[src/design/sclc_pkg.sv]
// Package for the serial command lock controller: opcodes, pending-operation
// codes, configuration register indexes, reset values and field widths.
// No dependencies.
package sclc_pkg;

  localparam int CODE_LEN = 4;
  localparam int IDX_W    = (CODE_LEN > 1) ? $clog2(CODE_LEN) : 1;

  localparam int BYTE_W   = 8;
  localparam int LIMIT_W  = 3;
  localparam int TBASE_W  = 16;
  localparam int TSTEP_W  = 10;
  localparam int PSTEP_W  = 10;
  localparam int CFG_W    = 16;
  localparam int CFG_IDX_W = 2;
  localparam int DEC_W    = BYTE_W + TSTEP_W;
  localparam int CLAMP_W  = 4;
  localparam int PVAL_W   = 14;
  localparam int ERR_W    = 3;

  localparam logic [ERR_W-1:0]   ERR_MAX       = 3'd7;
  localparam logic [CLAMP_W-1:0] PERIOD_MIN    = 4'd1;
  localparam logic [CLAMP_W-1:0] PERIOD_MAX    = 4'd10;

  localparam logic [LIMIT_W-1:0] LIMIT_RST     = 3'd3;
  localparam logic [TBASE_W-1:0] TBASE_RST     = 16'd1200;
  localparam logic [TSTEP_W-1:0] TSTEP_RST     = 10'd100;
  localparam logic [PSTEP_W-1:0] PSTEP_RST     = 10'd500;

  typedef logic [BYTE_W-1:0] byte_t;

  typedef enum logic [BYTE_W-1:0] {
    CMD_LIGHT_ON  = 8'hA1,
    CMD_LIGHT_OFF = 8'hA2,
    CMD_CHANGE    = 8'hA3,
    CMD_ENTER     = 8'hA4,
    CMD_PERIOD    = 8'hA5,
    CMD_SPEED     = 8'hA6,
    CMD_SOUND     = 8'hA7,
    CMD_END       = 8'hFF
  } cmd_t;

  typedef enum logic [2:0] {
    OP_IDLE   = 3'd0,
    OP_CHANGE = 3'd1,
    OP_ENTER  = 3'd2,
    OP_SPEED  = 3'd3,
    OP_PERIOD = 3'd4
  } op_t;

  typedef enum logic [CFG_IDX_W-1:0] {
    REG_LOCKOUT_LIMIT = 2'd0,
    REG_TIMEOUT_BASE  = 2'd1,
    REG_TIMEOUT_STEP  = 2'd2,
    REG_PERIOD_STEP   = 2'd3
  } cfg_reg_t;

endpackage

[src/design/serial_command_lock_controller_core.sv]
// Serial command lock controller, top level: input register, command decode
// and state update, result register. Depends on sclc_pkg.
//
// Usage: the block takes one command byte per cycle while the output is not
// stalled, and returns exactly one result per byte. A byte is captured in the
// input register, then decoded and applied to the lock state as it moves into
// the result register, where the result is offered until it is taken; while
// the output is stalled the byte waits in the input register. The lock state
// feeds back on itself through that one decode stage, which sets the rate at
// one byte per cycle when the output is not stalled. The input register and
// the result register each hold one request, so while a finished result waits
// to be taken one more byte is accepted before the input stalls. Configuration
// writes take effect at once and are meant to be made while the block is idle.
module serial_command_lock_controller_core (
  input  logic                                 clk,
  input  logic                                 rst_n,
  input  logic                                 in_valid,
  output logic                                 in_ready,
  input  logic [sclc_pkg::BYTE_W-1:0]          in_rx_byte,
  output logic                                 out_valid,
  input  logic                                 out_ready,
  output logic                                 out_armed,
  output logic                                 out_alarm_on,
  output logic                                 out_inner_light,
  output logic                                 out_sound_sel,
  output logic                                 out_timeout_write,
  output logic [sclc_pkg::TBASE_W-1:0]         out_timeout_value,
  output logic                                 out_period_write,
  output logic [sclc_pkg::PVAL_W-1:0]          out_period_value,
  output logic [sclc_pkg::ERR_W-1:0]           out_error_count,
  input  logic                                 cfg_wr_en,
  input  logic [sclc_pkg::CFG_IDX_W-1:0]       cfg_index,
  input  logic [sclc_pkg::CFG_W-1:0]           cfg_wr_data
);
  import sclc_pkg::*;

  // configuration
  logic [LIMIT_W-1:0] limit_r;
  logic [TBASE_W-1:0] tbase_r;
  logic [TSTEP_W-1:0] tstep_r;
  logic [PSTEP_W-1:0] pstep_r;

  // input stage
  logic  s1_valid_r;
  byte_t s1_byte_r;
  logic  proc;

  // lock state
  byte_t            stored_r [CODE_LEN];
  byte_t            stored_nxt [CODE_LEN];
  byte_t            buf_r [CODE_LEN];
  byte_t            buf_nxt [CODE_LEN];
  logic [IDX_W-1:0] idx_r, idx_nxt;
  op_t              pend_r, pend_nxt;
  logic             verified_r, verified_nxt;
  logic [ERR_W-1:0] wrong_r, wrong_nxt;
  logic             armed_r, armed_nxt;
  logic             siren_r, siren_nxt;
  logic             light_r, light_nxt;
  logic             sound_r, sound_nxt;

  // result stage
  logic               out_valid_r;
  logic               twr_r, twr_nxt;
  logic [TBASE_W-1:0] tval_r, tval_nxt;
  logic               pwr_r, pwr_nxt;
  logic [PVAL_W-1:0]  pval_r, pval_nxt;

  // datapath helpers
  logic [DEC_W-1:0]   dec;
  logic [CLAMP_W-1:0] clamp;
  logic [PVAL_W-1:0]  pprod;
  logic               match_cur, match_new;
  logic               is_end;
  logic [IDX_W-1:0]   idx_inc;
  logic [ERR_W-1:0]   wrong_sat;

  assign proc     = s1_valid_r && (!out_valid_r || out_ready);
  assign in_ready = !s1_valid_r || proc;
  assign is_end   = (s1_byte_r == CMD_END);

  always_ff @(posedge clk) begin
    if (!rst_n) begin
      limit_r <= LIMIT_RST;
      tbase_r <= TBASE_RST;
      tstep_r <= TSTEP_RST;
      pstep_r <= PSTEP_RST;
    end else if (cfg_wr_en) begin
      case (cfg_reg_t'(cfg_index))
        REG_LOCKOUT_LIMIT: limit_r <= cfg_wr_data[LIMIT_W-1:0];
        REG_TIMEOUT_BASE:  tbase_r <= cfg_wr_data[TBASE_W-1:0];
        REG_TIMEOUT_STEP:  tstep_r <= cfg_wr_data[TSTEP_W-1:0];
        REG_PERIOD_STEP:   pstep_r <= cfg_wr_data[PSTEP_W-1:0];
        default: ;
      endcase
    end
  end

  always_ff @(posedge clk) begin
    if (!rst_n) begin
      s1_valid_r <= 1'b0;
    end else if (in_ready) begin
      s1_valid_r <= in_valid;
    end
  end

  always_ff @(posedge clk) begin
    if (in_ready && in_valid) begin
      s1_byte_r <= in_rx_byte;
    end
  end

  // Arithmetic for speed and period arguments
  always_comb begin
    dec = DEC_W'(s1_byte_r) * DEC_W'(tstep_r);
    if (s1_byte_r < BYTE_W'(PERIOD_MIN)) begin
      clamp = PERIOD_MIN;
    end else if (s1_byte_r > BYTE_W'(PERIOD_MAX)) begin
      clamp = PERIOD_MAX;
    end else begin
      clamp = s1_byte_r[CLAMP_W-1:0];
    end
    pprod = PVAL_W'(clamp) * PVAL_W'(pstep_r);
  end

  // Digit write into the buffer and code compares
  always_comb begin
    idx_inc = (idx_r == IDX_W'(CODE_LEN - 1)) ? '0 : idx_r + 1'b1;
    for (int i = 0; i < CODE_LEN; i++) begin
      buf_nxt[i] = buf_r[i];
    end
    if (!is_end && (pend_r == OP_CHANGE || pend_r == OP_ENTER)) begin
      buf_nxt[idx_r] = s1_byte_r;
    end
    match_cur = 1'b1;
    match_new = 1'b1;
    for (int i = 0; i < CODE_LEN; i++) begin
      if (stored_r[i] != buf_r[i])   match_cur = 1'b0;
      if (stored_r[i] != buf_nxt[i]) match_new = 1'b0;
    end
    wrong_sat = (wrong_r < ERR_MAX) ? wrong_r + 1'b1 : wrong_r;
  end

  // Next state of the lock
  always_comb begin
    for (int i = 0; i < CODE_LEN; i++) begin
      stored_nxt[i] = stored_r[i];
    end
    idx_nxt      = idx_r;
    pend_nxt     = pend_r;
    verified_nxt = verified_r;
    wrong_nxt    = wrong_r;
    armed_nxt    = armed_r;
    siren_nxt    = siren_r;
    light_nxt    = light_r;
    sound_nxt    = sound_r;
    twr_nxt      = 1'b0;
    tval_nxt     = '0;
    pwr_nxt      = 1'b0;
    pval_nxt     = '0;
    if (is_end) begin
      idx_nxt = '0;
      case (pend_r)
        OP_CHANGE: begin
          if (verified_r) begin
            for (int i = 0; i < CODE_LEN; i++) begin
              stored_nxt[i] = buf_r[i];
            end
          end
          verified_nxt = 1'b0;
          pend_nxt     = OP_IDLE;
        end
        OP_ENTER: begin
          pend_nxt = OP_IDLE;
          if (match_cur) begin
            armed_nxt = !armed_r;
            wrong_nxt = '0;
            siren_nxt = 1'b0;
          end else begin
            wrong_nxt = wrong_sat;
            if (wrong_sat > ERR_W'(limit_r)) begin
              siren_nxt = 1'b1;
              armed_nxt = 1'b1;
            end
          end
        end
        default: ;
      endcase
    end else begin
      case (pend_r)
        OP_CHANGE: begin
          idx_nxt = idx_inc;
          // a wrap closes one full code: check it against the stored one
          if (idx_inc == '0 && match_new) verified_nxt = 1'b1;
        end
        OP_ENTER: begin
          idx_nxt = idx_inc;
        end
        OP_SPEED: begin
          twr_nxt  = 1'b1;
          tval_nxt = (dec >= DEC_W'(tbase_r)) ? '0 : tbase_r - dec[TBASE_W-1:0];
          pend_nxt = OP_IDLE;
        end
        OP_PERIOD: begin
          pwr_nxt  = 1'b1;
          pval_nxt = pprod;
          pend_nxt = OP_IDLE;
        end
        default: begin
          pend_nxt = OP_IDLE;
          case (s1_byte_r)
            CMD_LIGHT_ON:  light_nxt = 1'b1;
            CMD_LIGHT_OFF: light_nxt = 1'b0;
            CMD_CHANGE: begin
              idx_nxt  = '0;
              pend_nxt = OP_CHANGE;
            end
            CMD_ENTER: begin
              idx_nxt  = '0;
              pend_nxt = OP_ENTER;
            end
            CMD_PERIOD:    pend_nxt  = OP_PERIOD;
            CMD_SPEED:     pend_nxt  = OP_SPEED;
            CMD_SOUND:     sound_nxt = !sound_r;
            default: ;
          endcase
        end
      endcase
    end
  end

  always_ff @(posedge clk) begin
    if (!rst_n) begin
      for (int i = 0; i < CODE_LEN; i++) begin
        stored_r[i] <= BYTE_W'(i + 1);
        buf_r[i]    <= '0;
      end
      idx_r      <= '0;
      pend_r     <= OP_IDLE;
      verified_r <= 1'b0;
      wrong_r    <= '0;
      armed_r    <= 1'b0;
      siren_r    <= 1'b0;
      light_r    <= 1'b0;
      sound_r    <= 1'b0;
    end else if (proc) begin
      for (int i = 0; i < CODE_LEN; i++) begin
        stored_r[i] <= stored_nxt[i];
        buf_r[i]    <= buf_nxt[i];
      end
      idx_r      <= idx_nxt;
      pend_r     <= pend_nxt;
      verified_r <= verified_nxt;
      wrong_r    <= wrong_nxt;
      armed_r    <= armed_nxt;
      siren_r    <= siren_nxt;
      light_r    <= light_nxt;
      sound_r    <= sound_nxt;
    end
  end

  always_ff @(posedge clk) begin
    if (!rst_n) begin
      out_valid_r <= 1'b0;
    end else if (proc) begin
      out_valid_r <= 1'b1;
    end else if (out_ready) begin
      out_valid_r <= 1'b0;
    end
  end

  always_ff @(posedge clk) begin
    if (proc) begin
      twr_r  <= twr_nxt;
      tval_r <= tval_nxt;
      pwr_r  <= pwr_nxt;
      pval_r <= pval_nxt;
    end
  end

  // Flag outputs come straight from the state, which only moves with a result
  assign out_valid         = out_valid_r;
  assign out_armed         = armed_r;
  assign out_alarm_on      = siren_r;
  assign out_inner_light   = light_r;
  assign out_sound_sel     = sound_r;
  assign out_timeout_write = twr_r;
  assign out_timeout_value = tval_r;
  assign out_period_write  = pwr_r;
  assign out_period_value  = pval_r;
  assign out_error_count   = wrong_r;

`ifndef NO_ASSERTIONS
  a_one_write: assert property (@(posedge clk) disable iff (!rst_n)
    out_valid |-> !(out_timeout_write && out_period_write))
    else $error("timeout and period written by one request");

  a_tval_zero: assert property (@(posedge clk) disable iff (!rst_n)
    (out_valid && !out_timeout_write) |-> (out_timeout_value == '0))
    else $error("timeout value nonzero without write");

  a_arg_done: assert property (@(posedge clk) disable iff (!rst_n)
    (proc && !is_end && (pend_r == OP_SPEED || pend_r == OP_PERIOD))
    |=> (pend_r == OP_IDLE))
    else $error("argument byte did not return to idle");

  a_verified_change: assert property (@(posedge clk) disable iff (!rst_n)
    (pend_r != OP_CHANGE) |-> !verified_r)
    else $error("old code flag set outside a code change");

  a_hold_stalled: assert property (@(posedge clk) disable iff (!rst_n)
    (out_valid && !out_ready) |=> $stable(armed_r) && $stable(wrong_r))
    else $error("lock state moved under a stalled result");
`endif

endmodule
[config.mk]
export PLATFORM = sky130hd
export DESIGN_NAME = serial_command_lock_controller_core
export DESIGN_NICKNAME = d
export VERILOG_FILES = /design/src/design/sclc_pkg.sv /design/src/design/serial_command_lock_controller_core.sv
export SDC_FILE = /design/constraint.sdc
export NUM_CORES = 1
export LEC_CHECK = 0
export BUFFER_PORTS_ARGS = -buffer_cell sky130_fd_sc_hd__buf_2
export CAP_MARGIN = 10
export CORE_MARGIN = 10
export CORE_UTILIZATION = 55
export CTS_CLUSTER_DIAMETER = 100
export DETAILED_ROUTE_END_ITERATION = 10
export PLACE_DENSITY = 0.74
export SYNTH_ARGS = -nofsm -noshare
export SYNTH_HDL_FRONTEND = slang
export SYNTH_SLANG_ARGS = --single-unit
[constraint.sdc]
create_clock -name clk -period 14.4 [get_ports clk]
set_input_delay 1.44 -clock clk [delete_from_list [all_inputs] [get_ports clk]]
set_output_delay 1.44 -clock clk [all_outputs]
set_load 0.05 [all_outputs]
==> flow_summary.toml, run 1 <==
[floorplanning]
dieArea_um2 = 28500
dieWidth_um = 169
io_pins = 72
start_util = 0.557
die_h_um = 169
rows = 54
core_area_um2 = 21800

[drt]
antenna_left = 0
vias = 9070
drt_wl_total_um = 27400
dr.pass1.iters = 5
viasPerCell = 5.63
drt_iter0_markers = 664
drc = 0
detail_route.wl_per_cell_um = 17.0

[finish]
n_antenna_cell = 0
syn2layout_area_growth_pct = 9.74
final_net_count = 1511
drive_gt1_frac = 0.108
utilization = 0.612
seqCellArea_um2 = 4200
stdcell_count = 1612
multi_input_area_um2 = 7220
fillers = 1849

[critical_path]
cp_max_fo = 24
path_class = "reg2reg"
worst-path-buf-inv = 4
worstSetupStartpointType = "flip-flop"
arrival_ns = 6.67
r2r_slack_ns = 7.88
slowest_stage = "o311ai_4"
crit_path_start = "s1_byte_r[2]$_DFFE_PP_"
crit_chain = "and2_1 -> fa_1 -> inv_1 -> fa_1 -> inv_1 -> fa_1 -> inv_1 -> fa_1 -> inv_1 -> ha_1 -> a21oi_1 -> o21a_1 -> a21bo_1 -> a21oi_1 -> o21ai_0 -> xor2_1 -> ha_1 -> nand4_1 -> o311ai_4 -> nor4b_1"
critical_path_depth = 20
r2r_end = "out_timeout_value[10]$_SDFFCE_PP0P_"
critical-path-top-delay-family = "adder cells"
reg2reg_from = "s1_byte_r[2]$_DFFE_PP_"
reg2reg_depth = 20
crit_path_end_kind = "flip-flop"
cp.required_ns = 14.55
endpoint = "out_timeout_value[10]$_SDFFCE_PP0P_"
slowest_delay_ns = 0.87

[timing]
setup_violations = 0
hold_viol_final = 0
slew_viol_final = 0
max_slew_margin = 0.296
rsz0062_at_grt = "no"
fin_hold_ws_ns = 0.488
timing.setup.tns_ns = 0
fin_crit_sh = 0.453
worst_pin_slew_ns = 1.05
timing.fmax_ghz = 0.153
finClkSkew_ns = 0.00980
min_period_ns = 6.52

[synthesis]
ys_ff_latch = 158
yosysMostFrequentCell = "nand2_1"
syn_area_um2 = 12200
synth_area_leader_cell = "edfxtp_1"
yosysWarningCount = 0
synth_ff_type = "edfxtp_1"
ys_types = 69
async_reset_ff_frac = 0
syn_area_per_cell_um2 = 9.58
syn_nets = 1462
yosysTopAreaCellShare = 0.257
synth_common_cells = "nand2_1 (156), inv_1 (148), edfxtp_1 (104)"
synthTopCellsByArea = "edfxtp_1 (26%), fa_1 (11%), ha_1 (9.9%)"
synth_seq_area_share = 0.346
syn_inst = 1270
synth-edff-count = 104

[grt]
antenna_found_initial = 0
grt_usage = 0.193
grt_pass1_vias = 9144
grt_pass1_wl_um = 45500
grt_overflow = 0
grt_max_degree = 82

[clock_network]
hold_buffers = 0
clk_pin_slew_ns = 0.07
cts_tree = "built"
clock_insertion_delay_worst_skew_ns = 0.44
post_cts_buffers = 0
clock_sinks = 158
clock-root-buffer = "clkbuf_16"
cts_buffers = 17
cts_htree_levels = 4
cts_resized = 0
clk_path_buf_depth = 2

[run_status]
status = "finished clean"

[place]
detailed_place_hpwl_um = 20000
place_congestion = 0.834
portBuffers = 71
dp_cells = 1580

[hold_path]
hold_path.class = "reg2reg"

[pwr]
leakage_uw = 0.00615
ir_drop_mv = 0.0800
power_density_nw_per_um2 = 116

[flow_run]
cap_viol_max_count = 0
-- tightest hold or removal path: cells and delay by family (launching register included) --
kind	cells	cell delay [ns]
AO/OA/AOI/OAI	1	0.06
flip-flops	1	0.32
AND/OR/NAND/NOR	1	0.05
-- metrics by stage --
step	total power [µW]	setup WS (ns)	area, µm²
after floorplan	973	8.50	12200
after global placement	1070	8.02	12700
after detailed placement	1080	7.85	12700
after CTS	1560	7.89	13300
after global routing	1650	7.28	13300
final	1550	7.88	13300
-- kinds of logic (layout without fill, tap and decap cells) --
family	count (synthesis)	count (layout)	synth area share
fa+ha+maj	161	161	0.206
mux	29	29	0.0240
xor+xnor	92	92	0.0662
buf+inv	195	257	0.0619
simple gates	463	463	0.195
compound gates	172	172	0.101
flops	158	158	0.346
-- cells in the final DEF, fill, tap and decap left out, types with 20 or more instances in the layout --
cell type / n
nand4_1: 20
nor2_1: 68
and2_1: 80
a21oi_1: 44
xor2_1: 45
buf_2: 71
fa_1: 65
edfxtp_1: 104
mux2i_1: 28
and3_1: 37
xnor2_1: 46
dfxtp_1: 54
nand3_1: 25
ha_1: 96
a21boi_0: 26
nand2_1: 155
inv_1: 147
-- state kept, by name (all words and copies together) (netlist names), 2 cells and up --
register           count
buf_r                 32
limit_r                3
idx_r                  2
pend_r                 3
s1_byte_r              8
tstep_r               10
pstep_r               10
out_error_count        3
out_timeout_value     16
stored_r              32
tbase_r               16
out_period_value      14
-- cell type report --
class	count	share of cell area
timing repair buffer	77	0.0300
clock buffer	20	0.0351
inverter	148	0.0416
multi-input combinational	917	0.541
tap	280	0.0262
clock inverter	12	0.0111
sequential	158	0.315
-- per-layer routing --
| metal | global-route usage | vias to the layer above | wire length [µm] |
|---|---|---|---|
| met3 | 0.0352 | 36 | 1500 |
| li1 | - | 4384 | - |
| met1 | 0.257 | 4431 | 12200 |
| met2 | 0.315 | 219 | 13200 |
| met4 | 0.0579 | 0 | 539 |
| met5 | 0 | - | 0 |
-- worst min path at each step --
stage,startpoint,slack [ns],endpoint,cells after the start
final,tbase_r[9]$_SDFFE_PN0P_,0.49,tbase_r[9]$_SDFFE_PN0P_,2
after global routing,tbase_r[15]$_SDFFE_PN0P_,0.52,tbase_r[15]$_SDFFE_PN0P_,2
after CTS,tbase_r[9]$_SDFFE_PN0P_,0.49,tbase_r[9]$_SDFFE_PN0P_,2
after detailed placement,verified_r$_SDFFE_PN0P_,0.48,verified_r$_SDFFE_PN0P_,2
after global placement,tbase_r[8]$_SDFFE_PN0P_,0.47,tbase_r[8]$_SDFFE_PN0P_,2
after floorplan,tbase_r[15]$_SDFFE_PN0P_,0.44,tbase_r[15]$_SDFFE_PN0P_,2
-- report_power, final --
part | total [µW] | internal [µW] | switching, µW | leakage (µW)
clock | 479 | 276 | 203 | 0.000306
combinational | 551 | 227 | 324 | 0.00435
sequential | 523 | 502 | 21.5 | 0.00150
(Power assumes the default switching activity.)
==> inputs of run 2 (changes only) <==
- clock period: 14.4 -> 6.73 ns (I/O delays scaled with it)
==> flow_summary.toml, run 2 (synthesized netlist as in run 1, its figures left out) <==
[finish]
top_regs = "buf_r (32), stored_r (32)"
final_net_count = 1524
n_antenna_cell = 0
design_area_um2 = 13400
drive_gt1_frac = 0.117
seqCellArea_um2 = 4200
final_cell_mix = "nand2_1 (154), inv_1 (147), edfxtp_1 (104), ha_1 (96), and2_1 (80)"
multi_input_area_um2 = 7220
mostFrequentLayoutCell = "nand2_1"
utilization = 0.613
fillers = 1867
syn2layout_area_growth_pct = 9.94

[place]
portBuffers = 71
detailed_place_hpwl_um = 20500
place_congestion = 0.896
place_area_um2 = 12800

[grt]
grt_pass1_wl_um = 46000
grt_overflow = 0
antenna_found_initial = 0
grt_max_degree = 64
grt_usage = 0.196
grt_pass1_vias = 9114

[timing]
fin_crit_sh = 0.926
timing.fmax_ghz = 0.160
timing.setup.tns_ns = 0
worst_pin_slew_ns = 1.06
setup_violations = 0
finClkSkew_ns = 0.00741
rsz0062_at_grt = "no"
min_period_ns = 6.23
max_slew_margin = 0.288
slew_viol_final = 0
hold_viol_final = 0

[floorplanning]
dieArea_um2 = 28500
io_pins = 72
dieWidth_um = 169
rows = 54
start_util = 0.557
die_h_um = 169
core_area_um2 = 21800

[clock_network]
cts_tree = "built"
clk_pin_slew_ns = 0.07
clock_sinks = 158
clk_path_buf_depth = 2
hold_buffers = 0
clock-root-buffer = "clkbuf_16"
clock_insertion_delay_worst_skew_ns = 0.44
cts_htree_levels = 4
cts_buffers = 17

[drt]
drt_wl_total_um = 28000
antenna_left = 0
viasPerCell = 5.65
drc = 0
vias = 9174
drt_iter0_markers = 715
dr.pass1.iters = 6
detail_route.wl_per_cell_um = 17.2

[pwr]
p_comb_frac = 0.371
sw_frac_of_total = 0.366
p_seq_frac = 0.346
power_density_nw_per_um2 = 241
ir_drop_mv = 0.173
power.share.clock = 0.283
leakage_uw = 0.00616
p_int_uw = 2040
p_switching_uw = 1180

[critical_path]
crit_path_end_kind = "flip-flop"
crit_chain = "buf_4 -> and2_1 -> fa_1 -> fa_1 -> fa_1 -> inv_1 -> fa_1 -> inv_1 -> ha_1 -> a21oi_2 -> o21a_1 -> a21bo_1 -> a21oi_1 -> xnor2_1 -> ha_1 -> a21oi_1 -> nor2_1 -> o21ai_0 -> nand2_1 -> nor3_2 -> o311ai_4 -> buf_4 -> nor4b_1"
crit_path_start = "s1_byte_r[7]$_DFFE_PP_"
arrival_ns = 6.47
crit_top_cell = "fa_1"
critical-path-top-delay-family = "adder cells"
slowest_stage = "fa_1"
slowest_delay_ns = 0.55
path_class = "reg2reg"
cp.required_ns = 6.97
worstSetupStartpointType = "flip-flop"
reg2reg_from = "s1_byte_r[7]$_DFFE_PP_"
worst-path-buf-inv = 4
cp_max_fo = 16

[hold_path]
hold_start = "in_rx_byte[7]"
hold_path.class = "in2reg"

[flow_run]
cap_viol_max_count = 0

[run_status]
status = "finished clean"
run 2: final timing paths:
kind / endpoint / slack (ns) / cells after the start
max: out_timeout_value[12]$_SDFFCE_PP0P_ / 0.50 / 23
min: s1_byte_r[7]$_DFFE_PP_ / 0.40 / 1
max reg2reg: out_timeout_value[12]$_SDFFCE_PP0P_ / 0.50 / 23
min reg2reg: tbase_r[15]$_SDFFE_PN0P_ / 0.48 / 2
run 2: through the flow:
stage / worst slack, ns / hold WS (ns) / power, µW / instances
finish: 0.499 / 0.404 / 3220 / 1625
global route: 0.0242 / 0.405 / 3420 / 1625
CTS: 0.353 / 0.394 / 3220 / 1623
detailed placement: 0.383 / 0.468 / 2310 / 1591
global placement: 0.628 / 0.463 / 2300 / 1591
floorplan: 0.825 / 0.443 / 2080 / 1270
run 2: what timing repair did:
item,4_1_cts,5_1_grt
setup endpoints to repair,0,3
setup buffers,0,2
gates resized for setup,0,1
run 2: cell type report:
type,instances,share of cell area
multi-input cells,917,0.540
repair buffers,90,0.0372
clock inverters,14,0.00833
flip-flops and latches,158,0.314
clock buffers,18,0.0321
inverters,148,0.0415
well taps,280,0.0262
run 2: power groups by stage:
stage | logic (µW) | registers, µW | clock network (µW)
after CTS | 1190 | 1110 | 916
after detailed placement | 1180 | 1130 | 0
after floorplan | 942 | 1140 | 0
after global routing | 1340 | 1120 | 956
after global placement | 1160 | 1130 | 0
final | 1190 | 1110 | 910
run 2: routing by layer:
layer,track usage,vias to the layer above,share of wire
met2,0.332,259,0.49
li1,-,4406,-
met3,0.0380,36,0.060
met4,0.0560,0,0.017
met1,0.249,4473,0.43
met5,0,-,0
